**src/hw/rtl/stack_machine_execute_unit_macros.svh**
```systemverilog
// ----------------------------------------------------------------------------
// Stack machine execute unit assertion macros
// Shared property wrappers, clocked on clk and disabled in rst.
// ----------------------------------------------------------------------------
`ifndef STACK_MACHINE_EXECUTE_UNIT_MACROS_SVH
`define STACK_MACHINE_EXECUTE_UNIT_MACROS_SVH

// same-cycle implication
`define SMX_ASSERT_IMP(lbl, ante, cons, msg) \
  lbl: assert property (@(posedge clk) disable iff (rst) (ante) |-> (cons)) else $error(msg);

// next-cycle implication
`define SMX_ASSERT_NXT(lbl, ante, cons, msg) \
  lbl: assert property (@(posedge clk) disable iff (rst) (ante) |=> (cons)) else $error(msg);

`endif

```
**src/hw/rtl/smx_pkg.sv**
```systemverilog
// ----------------------------------------------------------------------------
// Stack machine execute unit package
// Widths, opcodes and status codes shared by the unit.
// ----------------------------------------------------------------------------
`timescale 1ns / 1ps

package smx_pkg;

  localparam int STACK_DEPTH = 1024;
  localparam int PC_BITS     = 16;
  localparam int SP_BITS     = $clog2(STACK_DEPTH);
  localparam int CNT_BITS    = $clog2(STACK_DEPTH + 1);
  localparam int WORD_BITS   = 32;
  localparam int OP_BITS     = 5;
  localparam int STATUS_BITS = 4;
  localparam int LEN_BITS    = 16;
  localparam int DEPTH_BITS  = 11;

  typedef enum logic [OP_BITS-1:0] {
    OP_NOP   = 5'd0,
    OP_PUSH  = 5'd1,
    OP_POP   = 5'd2,
    OP_PRINT = 5'd3,
    OP_ADD   = 5'd4,
    OP_SUB   = 5'd5,
    OP_MUL   = 5'd6,
    OP_DIV   = 5'd7,
    OP_MOD   = 5'd8,
    OP_DUP   = 5'd9,
    OP_DUPI  = 5'd10,
    OP_SWAP  = 5'd11,
    OP_SWAPI = 5'd12,
    OP_CMPE  = 5'd13,
    OP_CMPNE = 5'd14,
    OP_CMPG  = 5'd15,
    OP_CMPL  = 5'd16,
    OP_CMPGE = 5'd17,
    OP_CMPLE = 5'd18,
    OP_JZ    = 5'd19,
    OP_JNZ   = 5'd20,
    OP_JMP   = 5'd21,
    OP_HALT  = 5'd22
  } op_t;

  typedef enum logic [STATUS_BITS-1:0] {
    ST_OK   = 4'd0,
    ST_FIN  = 4'd1,
    ST_OVF  = 4'd2,
    ST_UNF  = 4'd3,
    ST_IDX  = 4'd4,
    ST_DIVZ = 4'd5,
    ST_JMP  = 4'd6,
    ST_UNK  = 4'd7,
    ST_STOP = 4'd8
  } status_t;

  typedef struct packed {
    logic [STATUS_BITS-1:0]     status;
    logic                       print_valid;
    logic signed [WORD_BITS-1:0] print_value;
    logic [LEN_BITS-1:0]        next_pc;
    logic [DEPTH_BITS-1:0]      depth_now;
  } res_t;

endpackage

```
**src/hw/rtl/smx_div.sv**
```systemverilog
// ----------------------------------------------------------------------------
// Signed divider
// Radix-2 restoring divider, one quotient bit per cycle, truncating.
// ----------------------------------------------------------------------------
`timescale 1ns / 1ps

module smx_div import smx_pkg::*; (
  input  logic                 clk,
  input  logic                 rst,
  input  logic                 start,
  input  logic [WORD_BITS-1:0] dividend,
  input  logic [WORD_BITS-1:0] divisor,
  output logic                 busy,
  output logic                 done,
  output logic [WORD_BITS-1:0] quot,
  output logic [WORD_BITS-1:0] rem
);

  localparam int ITER_BITS = $clog2(WORD_BITS + 1);

  logic [WORD_BITS-1:0] q;
  logic [WORD_BITS-1:0] r;
  logic [WORD_BITS-1:0] d;
  logic                 neg_q;
  logic                 neg_r;
  logic [ITER_BITS-1:0] iter;
  logic [WORD_BITS+1:0] shifted;
  logic [WORD_BITS+1:0] diff;

  assign shifted = {1'b0, r, q[WORD_BITS-1]};
  assign diff    = shifted - {2'b00, d};
  assign quot    = neg_q ? (~q + 1'b1) : q;
  assign rem     = neg_r ? (~r + 1'b1) : r;

  always_ff @(posedge clk) begin
    if (rst) begin
      busy <= 1'b0;
      done <= 1'b0;
      iter <= '0;
    end else begin
      done <= 1'b0;
      if (start) begin
        q     <= dividend[WORD_BITS-1] ? (~dividend + 1'b1) : dividend;
        d     <= divisor[WORD_BITS-1] ? (~divisor + 1'b1) : divisor;
        r     <= '0;
        neg_q <= dividend[WORD_BITS-1] ^ divisor[WORD_BITS-1];
        neg_r <= dividend[WORD_BITS-1];
        iter  <= ITER_BITS'(WORD_BITS);
        busy  <= 1'b1;
      end else if (busy) begin
        if (!diff[WORD_BITS+1]) begin
          r <= diff[WORD_BITS-1:0];
          q <= {q[WORD_BITS-2:0], 1'b1};
        end else begin
          r <= shifted[WORD_BITS-1:0];
          q <= {q[WORD_BITS-2:0], 1'b0};
        end
        iter <= iter - 1'b1;
        if (iter == ITER_BITS'(1)) begin
          busy <= 1'b0;
          done <= 1'b1;
        end
      end
    end
  end

endmodule

```
**config.mk**
```make
export PLATFORM = sky130hd
export DESIGN_NAME = smx_div
export DESIGN_NICKNAME = d
export VERILOG_FILES = /design/src/hw/rtl/stack_machine_execute_unit_macros.svh /design/src/hw/rtl/smx_pkg.sv /design/src/hw/rtl/smx_div.sv
export SDC_FILE = /design/constraint.sdc
export NUM_CORES = 1
export LEC_CHECK = 0
export BUFFER_PORTS_ARGS = -buffer_cell sky130_fd_sc_hd__buf_4
export CORE_ASPECT_RATIO = 1.25
export CORE_MARGIN = 3
export CORE_UTILIZATION = 53
export CTS_BUF_LIST = sky130_fd_sc_hd__clkbuf_8
export DETAILED_ROUTE_END_ITERATION = 10
export GPL_ROUTABILITY_DRIVEN = 0
export PLACE_DENSITY = 0.72
export SLEW_MARGIN = 20
export SYNTH_ARGS = -nofsm -noshare
export SYNTH_HDL_FRONTEND = slang
export SYNTH_SLANG_ARGS = --single-unit
```
**constraint.sdc**
```tcl
create_clock -name clk -period 6.6 [get_ports clk]
set_input_delay 1.32 -clock clk [delete_from_list [all_inputs] [get_ports clk]]
set_output_delay 1.32 -clock clk [all_outputs]
set_load 0.02 [all_outputs]
```
==> load_flow_metrics.sql, run 1 <==
INSERT INTO impl_metrics (metric_group, metric, value, unit) VALUES
('synthesis', 'nets_in_the_synthesized_netlist', '1032', ''),
('layout', 'drive_above_1_share', '16.3', '%'),
('clock_network', 'tritoncts_num_sinks', '106', ''),
('synthesis', 'synth_flop_cell', 'sky130_fd_sc_hd__edfxtp_1', ''),
('clock_network', 'cts_resized', '0', ''),
('power_and_ir_drop', 'seq_power_share', '41.4', '%'),
('power_and_ir_drop', 'power.combinational.fraction', '40.1', '%'),
('floorplanning', 'io-pin-count', '133', ''),
('route', 'initialDrtViolationCount', '323', ''),
('timing', 'final.period_utilization', '72.2', '%'),
('critical_path', 'cp_num_cells', '11', ''),
('critical_path', 'critPathLaunchType', 'flip-flop', ''),
('route', 'route.antenna.remaining_nets', '0', ''),
('layout', 'layout.filler_cells', '1375', ''),
('critical_path', 'critical_path.cell_chain', 'inv_1 > ha_1 > nand2_1 > or2_2 > or3_1 > nand2b_1 > or3_1 > nand2b_1 > o41ai_1 > xnor2_1 > buf_4', ''),
('layout', 'synthToLayoutAreaGrowth', '15.9', '%'),
('clock_network', 'tritoncts', 'done', ''),
('timing', 'setup_viol_count_final', '0', ''),
('synthesis', 'synth-warning-count', '0', ''),
('power_and_ir_drop', 'p_clk_share', '18.5', '%'),
('critical_path', 'crit_path_max_incr_delay', '0.50', 'ns'),
('global_routing', 'global_route_wire_length_before_repair', '32100', 'um'),
('route', 'routed_wirelength', '19400', 'um'),
('route', 'route.detailed.drc', '0', ''),
('run_status', 'run_status', 'complete, no violations', ''),
('critical_path', 'crit_path_top_delay_cell', 'sky130_fd_sc_hd__edfxtp_1', ''),
('clock_network', 'max-clock-path-buffers', '2', ''),
('timing', 'report.final.hold_viol_count', '0', ''),
('critical_path', 'reg2reg_slack', '2.98', 'ns'),
('min_path', 'worstHoldStart', 'iter[0]', ''),
('synthesis', 'yosys-top-cells-count', 'sky130_fd_sc_hd__xnor2_1, sky130_fd_sc_hd__edfxtp_1, sky130_fd_sc_hd__nor2_1', ''),
('timing', 'max-slew-margin-rel', '30.8', '%'),
('synthesis', 'yosys.area.top_type', 'sky130_fd_sc_hd__edfxtp_1', ''),
('floorplanning', 'design.die.area', '17500', 'sq um'),
('power_and_ir_drop', 'cellLeakagePower', '3.86', 'nW'),
('critical_path', 'critPathBufInv', '2', ''),
('timing', 'period_minus_slack', '4.77', 'ns'),
('synthesis', 'syn_area', '8440', 'sq um'),
('timing', 'worst_slack', '1.83', 'ns'),
('synthesis', 'top_cell_type_s_share_of_synthesized_area', '34.9', '%'),
('floorplanning', 'width_of_the_chip', '119', 'um'),
('timing', 'fmax', '0.210', 'GHz'),
('global_routing', 'grt_max_degree', '60', ''),
('timing', 'grt_setup_unrepaired', 'false', ''),
('place', 'dpl-instance-area', '9600', 'sq um'),
('critical_path', 'path_delay_family', 'simple AND/OR/NAND/NOR gates', ''),
('critical_path', 'path_class', 'flip-flop to output pin', ''),
('synthesis', 'synth.avg_cell_area', '9.12', 'sq um'),
('route', 'via_per_inst', '5.55', ''),
('clock_network', 'cts_setup_buffers', '0', ''),
('timing', 'worst_slew_pin_slew', '1.04', 'ns'),
('critical_path', 'rr_endpoint', 'r[3]', ''),
('synthesis', 'synth.distinct_cells', '64', ''),
('clock_network', 'path_clk_slew', '0.10', 'ns'),
('floorplanning', 'floorplan.rows', '50', ''),
('floorplanning', 'effective_utilization_at_floorplan', '55.3', '%'),
('floorplanning', 'chipHeight', '147', 'um'),
('place', 'hpwlAfterDp', '15100', 'um'),
('route', 'detailroute.via_count', '6937', ''),
('synthesis', 'synth_enable_flop_cells', '98', ''),
('place', 'io_buffers', '132', ''),
('job', 'max_cap_viols', '0', ''),
('clock_network', 'worst_skew_pair.late_latency', '0.39', 'ns'),
('power_and_ir_drop', 'p_total', '2.14', 'mW'),
('clock_network', 'post_cts_hold_buffer_count', '0', ''),
('layout', 'design_area', '9780', 'sq um'),
('timing', 'maxSlewViolCount', '0', ''),
('layout', 'design.final.nets', '1143', ''),
('critical_path', 'worstSetupEndpointType', 'output pin', ''),
('clock_network', 'h_tree_level_count', '3', ''),
('global_routing', 'groute.usage.overall', '22.3', '%');
-- power groups by stage --
stage	Clock (mW)	Combinational (mW)	Sequential [mW]
final	0.396	0.856	0.884
after global routing	0.425	0.949	0.895
after CTS	0.408	0.861	0.884
after detailed placement	0	0.858	0.899
after global placement	0	0.848	0.896
after floorplan	0	0.614	0.876
-- cell type report --
type	instances	area, sq um	share of cell area (%)
Clock inverter	5	35.0	0.358
Inverter	53	199	2.03
Timing Repair Buffer	136	1020	10.4
Tap cell	208	260	2.66
Clock buffer	11	151	1.55
Multi-Input combinational cell	731	5010	51.2
Sequential cell	106	3100	31.7
-- cell usage in the layout (no fill, tap or decap), drive strengths merged, types with 14 or more instances in the layout --
cell type / synthesis / final
nor2: 88 / 88
o21ai: 52 / 52
xor2: 40 / 40
inv: 52 / 55
o41ai: 18 / 18
a21oi: 60 / 60
or4: 17 / 17
xnor2: 110 / 110
o31ai: 35 / 35
or3: 16 / 16
edfxtp: 98 / 98
buf: 9 / 136
nand3: 18 / 18
ha: 38 / 38
mux2i: 27 / 27
nand2b: 14 / 14
nand2: 77 / 77
-- kinds of logic after synthesis --
logic type                 share of synthesized area, %
AOI/OAI and AO/OA                                  17.4
xor gates and xnor gates                           15.6
adders and majority gates                          5.87
buffers and inverters                              4.09
DFF                                                36.8
muxes                                              3.74
and+or+nand+nor                                    16.6
-- worst reg2reg max path, delay by kind of cell (launching register included) --
| kind | cells | cell delay [ns] |
|---|---|---|
| AO/OA/AOI/OAI | 6 | 1.48 |
| adder cells (fa/ha/maj) | 1 | 0.38 |
| AND/OR/NAND/NOR | 2 | 0.24 |
| multiplexers | 1 | 0.31 |
| flip-flops | 1 | 0.48 |
| buffers and inverters | 1 | 0.48 |
-- registers in the layout, indices dropped and copies added (netlist names) --
register,count
busy,1
d,32
done,1
iter,6
neg_q,1
neg_r,1
q,32
r,32
-- per-layer routing --
metal	track usage (%)	up-vias	routed length, um
li1	-	3587	-
met1	25.3	3188	7920
met2	40.9	141	9870
met3	5.97	21	1280
met4	6.49	0	285
met5	0	-	0
-- worst max path at each step --
stage	startpoint	endpoint	slack (ns)
floorplan	start	q[0]	1.46
global placement	r[0]	rem[26]	2.31
detailed placement	r[0]	rem[26]	2.25
CTS	r[0]	rem[26]	1.78
global route	r[0]	rem[26]	1.63
finish	r[0]	rem[26]	1.83
-- per-stage QoR --
stage | hold WS [ns] | instances
CTS | 0.509 | 1250
global route | 0.561 | 1250
finish | 0.504 | 1250
floorplan | 0.468 | 926
global placement | 0.485 | 1234
detailed placement | 0.492 | 1234
Power figures use the tool's default switching activity.
==> inputs of run 2 (changes only) <==
Settings changed: ABC_AREA set to 1, PLACE_DENSITY 0.72 to 0.74.
Clock period 6.6 ns to 4.3 ns, I/O delays scaled along.
==> load_flow_metrics.sql, run 2 <==
INSERT INTO impl_metrics (metric_group, metric, value, unit) VALUES
('run_status', 'run_status', 'complete, no violations', ''),
('critical_path', 'critical_path_peak_fanout', '5', ''),
('route', 'met2RoutedLength', '13700', 'um'),
('job', 'max_cap_viols', '0', ''),
('layout', 'most-common-layout-cells', 'sky130_fd_sc_hd__nand2_1, sky130_fd_sc_hd__inv_1, sky130_fd_sc_hd__nor2_1, sky130_fd_sc_hd__buf_4, sky130_fd_sc_hd__nand3_1', ''),
('critical_path', 'critPathLaunchType', 'flip-flop', ''),
('global_routing', 'groute.usage.overall', '26.5', '%'),
('timing', 'max-slew-margin-rel', '43.3', '%'),
('synthesis', 'seq_area_frac_synth', '30.5', '%'),
('floorplanning', 'floorplan.rows', '56', ''),
('route', 'via_per_inst', '5.25', ''),
('synthesis', 'synth.distinct_cells', '47', ''),
('power_and_ir_drop', 'seq_power_share', '37.6', '%'),
('place', 'io_buffers', '132', ''),
('critical_path', 'critical_path_required', '3.44', 'ns'),
('clock_network', 'max-clock-path-buffers', '2', ''),
('route', 'routed_wirelength', '27500', 'um'),
('timing', 'report.final.hold_viol_count', '0', ''),
('power_and_ir_drop', 'internal_power', '2.16', 'mW'),
('clock_network', 'path_clk_slew', '0.11', 'ns'),
('min_path', 'min_path_cells', '2', ''),
('global_routing', 'antenna_found_initial', '0', ''),
('power_and_ir_drop', 'max-vdd-ir-drop', '0.212', 'mV'),
('synthesis', 'postSynth.asyncResetShare', '0', '%'),
('clock_network', 'root_buffer', 'sky130_fd_sc_hd__clkbuf_8', ''),
('floorplanning', 'design.die.area', '20900', 'sq um'),
('synthesis', 'synth_flop_cell', 'sky130_fd_sc_hd__edfxtp_1', ''),
('timing', 'final.period_utilization', '78.7', '%'),
('critical_path', 'worstSetupEndpointType', 'output pin', ''),
('timing', 'setup_tns_final', '0', 'ns'),
('synthesis', 'synth_top_area_cells', 'sky130_fd_sc_hd__edfxtp_1, sky130_fd_sc_hd__nand2_1, sky130_fd_sc_hd__inv_1, sky130_fd_sc_hd__xor2_1, sky130_fd_sc_hd__nor2_1', ''),
('power_and_ir_drop', 'p_clk_share', '17.5', '%'),
('place', 'hpwlAfterDp', '22000', 'um'),
('synthesis', 'yosys-top-cells-count', 'sky130_fd_sc_hd__nand2_1, sky130_fd_sc_hd__inv_1, sky130_fd_sc_hd__nor2_1', ''),
('timing', 'setup_viol_count_final', '0', ''),
('synthesis', 'syn-instance-count', '1578', ''),
('critical_path', 'crit_path_max_incr_delay', '0.48', 'ns'),
('min_path', 'whs_endpoint', 'iter[1]', ''),
('route', 'detailroute.via_count', '10100', ''),
('power_and_ir_drop', 'power.density_cell_area', '324', 'nW/um^2'),
('floorplanning', 'width_of_the_chip', '130', 'um'),
('timing', 'period_minus_slack', '3.38', 'ns'),
('clock_network', 'post_cts_hold_buffer_count', '0', ''),
('synthesis', 'synth_enable_flop_cells', '98', ''),
('timing', 'grt_setup_unrepaired', 'false', ''),
('timing', 'worst_slew_pin_slew', '0.851', 'ns'),
('power_and_ir_drop', 'net-switching-power', '1.57', 'mW'),
('min_path', 'worstHoldPathType', 'flip-flop to flip-flop', ''),
('power_and_ir_drop', 'cellLeakagePower', '5.96', 'nW'),
('route', 'wire_per_inst', '14.2', 'um'),
('synthesis', 'syn_area', '10200', 'sq um'),
('layout', 'synthToLayoutAreaGrowth', '13.5', '%'),
('synthesis', 'synth.avg_cell_area', '6.44', 'sq um'),
('timing', 'worst_clock_skew', '0.0140', 'ns'),
('power_and_ir_drop', 'power.switching_fraction', '42.1', '%'),
('floorplanning', 'effective_utilization_at_floorplan', '54.2', '%'),
('critical_path', 'critPathBufInv', '2', ''),
('synthesis', 'most_common_cell_in_the_synthesized_netlist', 'sky130_fd_sc_hd__nand2_1', ''),
('clock_network', 'cts_resized', '0', ''),
('power_and_ir_drop', 'power.combinational.fraction', '44.9', '%'),
('synthesis', 'yosys.area.top_type', 'sky130_fd_sc_hd__edfxtp_1', ''),
('floorplanning', 'chipHeight', '161', 'um'),
('critical_path', 'path_delay_family', 'simple AND/OR/NAND/NOR gates', ''),
('route', 'dr_wl_met3', '1630', 'um'),
('clock_network', 'h_tree_level_count', '3', ''),
('layout', 'biggestRegsByFlops', 'd (32), q (32), r (32)', ''),
('critical_path', 'reg2reg_slack', '1.49', 'ns'),
('route', 'initialDrtViolationCount', '750', ''),
('clock_network', 'worst_skew_pair.late_latency', '0.39', 'ns'),
('floorplanning', 'io-pin-count', '133', ''),
('min_path', 'worstHoldStart', 'iter[1]', ''),
('layout', 'layout.cells.most_common', 'sky130_fd_sc_hd__nand2_1', ''),
('synthesis', 'nets_in_the_synthesized_netlist', '1684', ''),
('critical_path', 'crit_path_top_delay_cell', 'sky130_fd_sc_hd__edfxtp_1', ''),
('timing', 'hold_ws', '0.527', 'ns'),
('critical_path', 'rr_endpoint', 'r[28]', ''),
('route', 'route.detailed.drc', '0', ''),
('place', 'post-place-cells', '1916', ''),
('critical_path', 'critical_path_arrival', '2.52', 'ns'),
('floorplanning', 'core_footprint', '18800', 'sq um'),
('route', 'first_pass_iters', '6', ''),
('route', 'route.antenna.remaining_nets', '0', ''),
('layout', 'num_antenna_cells', '0', ''),
('clock_network', 'cts_buffers', '9', ''),
('synthesis', 'top_cell_type_s_share_of_synthesized_area', '28.9', '%'),
('layout', 'non_filler_instance_count_after_layout', '1932', ''),
('global_routing', 'first_global_vias', '9587', ''),
('route', 'top_signal_layer_used', 'met4', ''),
('critical_path', 'timing.rr.start', 'r[17]', ''),
('synthesis', 'ys_seq_elements', '106', ''),
('layout', 'design.final.nets', '1801', ''),
('timing', 'fmax', '0.296', 'GHz'),
('synthesis', 'synth-warning-count', '0', ''),
('global_routing', 'grt_max_degree', '65', ''),
('layout', 'drive_above_1_share', '10.5', '%'),
('clock_network', 'tritoncts', 'done', ''),
('route', 'wirelength_met1', '11000', 'um'),
('critical_path', 'critical-path-top-cell-by-count', 'sky130_fd_sc_hd__nand2_1', ''),
('critical_path', 'reg2regPathDepth', '12', ''),
('global_routing', 'global_route_wire_length_before_repair', '44300', 'um'),
('critical_path', 'critical_path.cell_chain', 'inv_1 > ha_1 > nand3_1 > nor2_1 > nand4_1 > nor3_1 > nand3_1 > nand2_1 > nand2_1 > nand2_1 > buf_4', ''),
('clock_network', 'tritoncts_num_sinks', '106', ''),
('power_and_ir_drop', 'p_total', '3.74', 'mW'),
('global_routing', 'overflow', '0', ''),
('critical_path', 'path_class', 'flip-flop to output pin', ''),
('clock_network', 'cts_setup_buffers', '0', ''),
('timing', 'maxSlewViolCount', '0', '');
-- run 2: changes by cell type in the layout (fill, tap and decap cells not counted), moves of 30 or more --
| cell | before | now |
|---|---|---|
| sky130_fd_sc_hd__inv_1 | 52 | 274 |
| sky130_fd_sc_hd__xor2_1 | 40 | 84 |
| sky130_fd_sc_hd__xnor2_1 | 110 | 14 |
| sky130_fd_sc_hd__nand2_1 | 77 | 507 |
| sky130_fd_sc_hd__o31ai_1 | 35 | 5 |
| sky130_fd_sc_hd__nor2_1 | 86 | 165 |
| sky130_fd_sc_hd__nand3_1 | 18 | 121 |
-- run 2: how the worst max path moves through the flow --
stage / start / endpoint / cells past startpoint
after floorplan: start / q[0] / 5
after global placement: r[0] / rem[30] / 11
after detailed placement: r[0] / rem[30] / 11
after CTS: r[0] / rem[30] / 11
after global routing: q[0] / quot[24] / 11
final: r[0] / rem[30] / 11
-- run 2: through the flow --
stage / setup slack (ns) / utilization (%) / cell area [sq um]
2_1_floorplan: 0.656 / - / 10200
3_3_place_gp: 1.38 / 60.4 / 11300
3_5_place_dp: 1.31 / 60.4 / 11300
4_1_cts: 0.868 / 61.5 / 11500
5_1_grt: 0.653 / 61.5 / 11500
6_report: 0.916 / 61.5 / 11500
-- run 2: worst reg2reg max path, cell delays in order (launching register included) --
cell,delay [ns]
sky130_fd_sc_hd__edfxtp_1,0.52
sky130_fd_sc_hd__ha_1,0.40
sky130_fd_sc_hd__nand2_1,0.08
sky130_fd_sc_hd__nand2_1,0.08
sky130_fd_sc_hd__nand2_1,0.08
sky130_fd_sc_hd__nand3_1,0.10
sky130_fd_sc_hd__a21oi_2,0.19
sky130_fd_sc_hd__nor2_1,0.09
sky130_fd_sc_hd__nor2_4,0.22
sky130_fd_sc_hd__nand2_4,0.10
sky130_fd_sc_hd__nor2_4,0.61
sky130_fd_sc_hd__nand2_1,0.14
sky130_fd_sc_hd__nand2_1,0.10
-- run 2: cells by family after synthesis --
family	synth area share [%]
compound gates	8.21
xor+xnor	8.44
fa+ha+maj	4.87
buf+inv	11.9
flops	30.5
simple gates	36.1
-- run 2: power groups by stage --
| stage | registers, mW | logic (mW) | clock network, mW |
|---|---|---|---|
| finish | 1.41 | 1.68 | 0.654 |
| global route | 1.42 | 1.89 | 0.698 |
| CTS | 1.40 | 1.67 | 0.667 |
| detailed placement | 1.43 | 1.66 | 0 |
| global placement | 1.42 | 1.64 | 0 |
| floorplan | 1.38 | 1.19 | 0 |
-- run 2: layout make-up --
class                   count  area, sq um
clock inverters             7         77.6
flip-flops and latches    106         3100
multi-input cells        1163         5870
clock buffers               9          124
inverters                 277         1040
well taps                 232          290
fillers                  1811         7240
repair buffers            138         1040
-- run 2: per-layer routing --
| metal | up-vias | global-route usage, % |
|---|---|---|
| li1 | 5233 | - |
| met1 | 4473 | 30.5 |
| met2 | 356 | 47.3 |
| met3 | 79 | 4.06 |
| met4 | 0 | 12.2 |
| met5 | - | 0 |
==> inputs of run 3 (changes only) <==
Settings changed: PLACE_DENSITY 0.74 to 0.71.
Clock period 4.3 ns to 3.39 ns, I/O delays scaled along.
==> load_flow_metrics.sql, run 3 (synthesis results as in run 2) <==
INSERT INTO impl_metrics (metric_group, metric, value, unit) VALUES
('run_status', 'run_status', 'complete, no violations', ''),
('critical_path', 'critPathBufInv', '2', ''),
('floorplanning', 'io-pin-count', '133', ''),
('timing', 'setup_tns_final', '0', 'ns'),
('timing', 'period_minus_slack', '3.17', 'ns'),
('critical_path', 'critical_path_peak_fanout', '5', ''),
('layout', 'most-common-layout-cells', 'sky130_fd_sc_hd__nand2_1, sky130_fd_sc_hd__inv_1, sky130_fd_sc_hd__nor2_1, sky130_fd_sc_hd__buf_4, sky130_fd_sc_hd__nand3_1', ''),
('route', 'initialDrtViolationCount', '609', ''),
('floorplanning', 'core_footprint', '18800', 'sq um'),
('layout', 'biggestRegsByFlops', 'd (32), q (32), r (32)', ''),
('floorplanning', 'floorplan.rows', '56', ''),
('power_and_ir_drop', 'power.combinational.fraction', '45.3', '%'),
('min_path', 'min_path_cells', '1', ''),
('power_and_ir_drop', 'max-vdd-ir-drop', '0.226', 'mV'),
('power_and_ir_drop', 'cellLeakagePower', '5.99', 'nW'),
('timing', 'max-slew-margin-rel', '65.2', '%'),
('layout', 'layout.cells.most_common', 'sky130_fd_sc_hd__nand2_1', ''),
('route', 'routed_wirelength', '27300', 'um'),
('global_routing', 'global_route_wire_length_before_repair', '43800', 'um'),
('global_routing', 'grt-busiest-layer', 'met2', ''),
('global_routing', 'antenna_found_initial', '0', ''),
('layout', 'num_antenna_cells', '0', ''),
('power_and_ir_drop', 'power.density_cell_area', '406', 'nW/um^2'),
('layout', 'design.final.nets', '1805', ''),
('critical_path', 'crit_path_top_delay_cell', 'sky130_fd_sc_hd__edfxtp_1', ''),
('route', 'first_pass_iters', '5', ''),
('floorplanning', 'chipHeight', '161', 'um'),
('route', 'route.antenna.remaining_nets', '0', ''),
('timing', 'worst_slew_pin_slew', '0.519', 'ns'),
('timing', 'report.final.hold_viol_count', '0', ''),
('power_and_ir_drop', 'net-switching-power', '2.01', 'mW'),
('timing', 'hold_ws', '0.500', 'ns'),
('power_and_ir_drop', 'internal_power', '2.68', 'mW'),
('power_and_ir_drop', 'power.switching_fraction', '42.9', '%'),
('place', 'post-place-cells', '1920', ''),
('route', 'detailroute.via_count', '9948', ''),
('route', 'via_per_inst', '5.14', ''),
('timing', 'final.period_utilization', '93.4', '%'),
('timing', 'grt_setup_unrepaired', 'false', ''),
('job', 'max_cap_viols', '0', ''),
('clock_network', 'h_tree_level_count', '3', ''),
('timing', 'setup_viol_count_final', '0', ''),
('floorplanning', 'effective_utilization_at_floorplan', '54.2', '%'),
('clock_network', 'cts_buffers', '9', ''),
('clock_network', 'max-clock-path-buffers', '2', ''),
('global_routing', 'first_global_vias', '9560', ''),
('layout', 'design_area', '11600', 'sq um'),
('floorplanning', 'design.die.area', '20900', 'sq um'),
('critical_path', 'worstSetupEndpointType', 'output pin', ''),
('timing', 'maxSlewViolCount', '0', ''),
('clock_network', 'worst_skew_pair.late_latency', '0.38', 'ns'),
('power_and_ir_drop', 'p_total', '4.70', 'mW'),
('clock_network', 'root_buffer', 'sky130_fd_sc_hd__clkbuf_8', ''),
('global_routing', 'grt_util_met3', '4.06', '%'),
('clock_network', 'tritoncts_num_sinks', '106', ''),
('critical_path', 'cp_num_cells', '9', ''),
('critical_path', 'path_delay_family', 'simple AND/OR/NAND/NOR gates', ''),
('layout', 'non_filler_instance_count_after_layout', '1936', ''),
('power_and_ir_drop', 'p_clk_share', '16.8', '%'),
('place', 'dpl-instance-area', '11400', 'sq um'),
('timing', 'fmax', '0.316', 'GHz'),
('route', 'wire_per_inst', '14.1', 'um'),
('critical_path', 'reg2regPathDepth', '11', ''),
('clock_network', 'path_clk_slew', '0.12', 'ns'),
('route', 'route.detailed.drc', '0', ''),
('global_routing', 'overflow', '0', ''),
('critical_path', 'path_class', 'flip-flop to output pin', ''),
('clock_network', 'tritoncts', 'done', ''),
('critical_path', 'critical_path.cell_chain', 'inv_1 > ha_1 > nand3_1 > nor2_1 > nand2_1 > o21ai_0 > o21ai_0 > xor2_1 > buf_4', ''),
('layout', 'drive_above_1_share', '10.8', '%'),
('critical_path', 'critical_path_required', '2.71', 'ns'),
('global_routing', 'use_met2', '47.9', '%'),
('timing', 'worst_clock_skew', '0.0174', 'ns'),
('floorplanning', 'width_of_the_chip', '130', 'um'),
('layout', 'synthToLayoutAreaGrowth', '13.9', '%'),
('place', 'hpwlAfterDp', '22200', 'um'),
('power_and_ir_drop', 'seq_power_share', '37.8', '%'),
('global_routing', 'groute.usage.overall', '26.1', '%'),
('critical_path', 'critical-path-top-cell-by-count', 'sky130_fd_sc_hd__o21ai_0', ''),
('min_path', 'worstHoldPathType', 'input port to flip-flop', ''),
('critical_path', 'crit_path_max_incr_delay', '0.47', 'ns'),
('clock_network', 'cts_setup_buffers', '0', ''),
('global_routing', 'grt_max_degree', '65', ''),
('global_routing', 'use_met1', '29.4', '%'),
('critical_path', 'critical_path_arrival', '2.49', 'ns'),
('place', 'io_buffers', '132', ''),
('critical_path', 'critPathLaunchType', 'flip-flop', '');
run 3: layout make-up:
class / count / area [sq um]
Inverter: 277 / 1040
Fill cell: 1801 / 7190
Multi-Input combinational cell: 1163 / 5870
Clock buffer: 9 / 124
Sequential cell: 106 / 3100
Timing Repair Buffer: 142 / 1090
Clock inverter: 7 / 61.3
Tap cell: 232 / 290
run 3: through the flow:
| stage | setup WS [ns] | util, % |
|---|---|---|
| finish | 0.224 | 61.7 |
| global route | 0.0130 | 61.7 |
| CTS | 0.152 | 61.7 |
| detailed placement | 0.591 | 60.7 |
| global placement | 0.669 | 60.7 |
| floorplan | 0.191 | - |
run 3: worst register-to-register path: stages, from the launching register on:
cell and delay (ns):
sky130_fd_sc_hd__edfxtp_1 0.53, sky130_fd_sc_hd__ha_1 0.43, sky130_fd_sc_hd__nand2_1 0.13, sky130_fd_sc_hd__nor3_1 0.24, sky130_fd_sc_hd__nand2_1 0.16, sky130_fd_sc_hd__nor2_1 0.20, sky130_fd_sc_hd__nand2_4 0.12, sky130_fd_sc_hd__nand2_4 0.23
sky130_fd_sc_hd__nor2_4 0.08, sky130_fd_sc_hd__buf_12 0.17, sky130_fd_sc_hd__nand2_1 0.10, sky130_fd_sc_hd__nand2_1 0.06
run 3: worst paths after layout:
| path | from | end | slack, ns |
|---|---|---|---|
| min reg2reg | iter[1] | iter[1] | 0.51 |
| min | divisor[0] | d[0] | 0.50 |
| max reg2reg | r[28] | r[10] | 0.69 |
| max | r[0] | rem[16] | 0.22 |
run 3: repair_timing:
action / CTS / global route
endpoints found under the setup margin: 0 / 3
hold buffers: 0 / 0
gates resized for setup: 0 / 1
run 3: layer usage:
metal	routed length, um	up-vias	part of all wire [%]
met1	11200	4411	41
met4	1050	0	3.8
met2	13800	244	51
met5	0	-	0
li1	-	5232	-
met3	1210	61	4.4
run 3: power groups by stage:
stage	combinational [mW]	sequential [mW]	clock [mW]
after CTS	2.13	1.77	0.796
after detailed placement	2.12	1.80	0
after floorplan	1.51	1.75	0
after global routing	2.41	1.80	0.843
final	2.13	1.78	0.791
after global placement	2.09	1.80	0
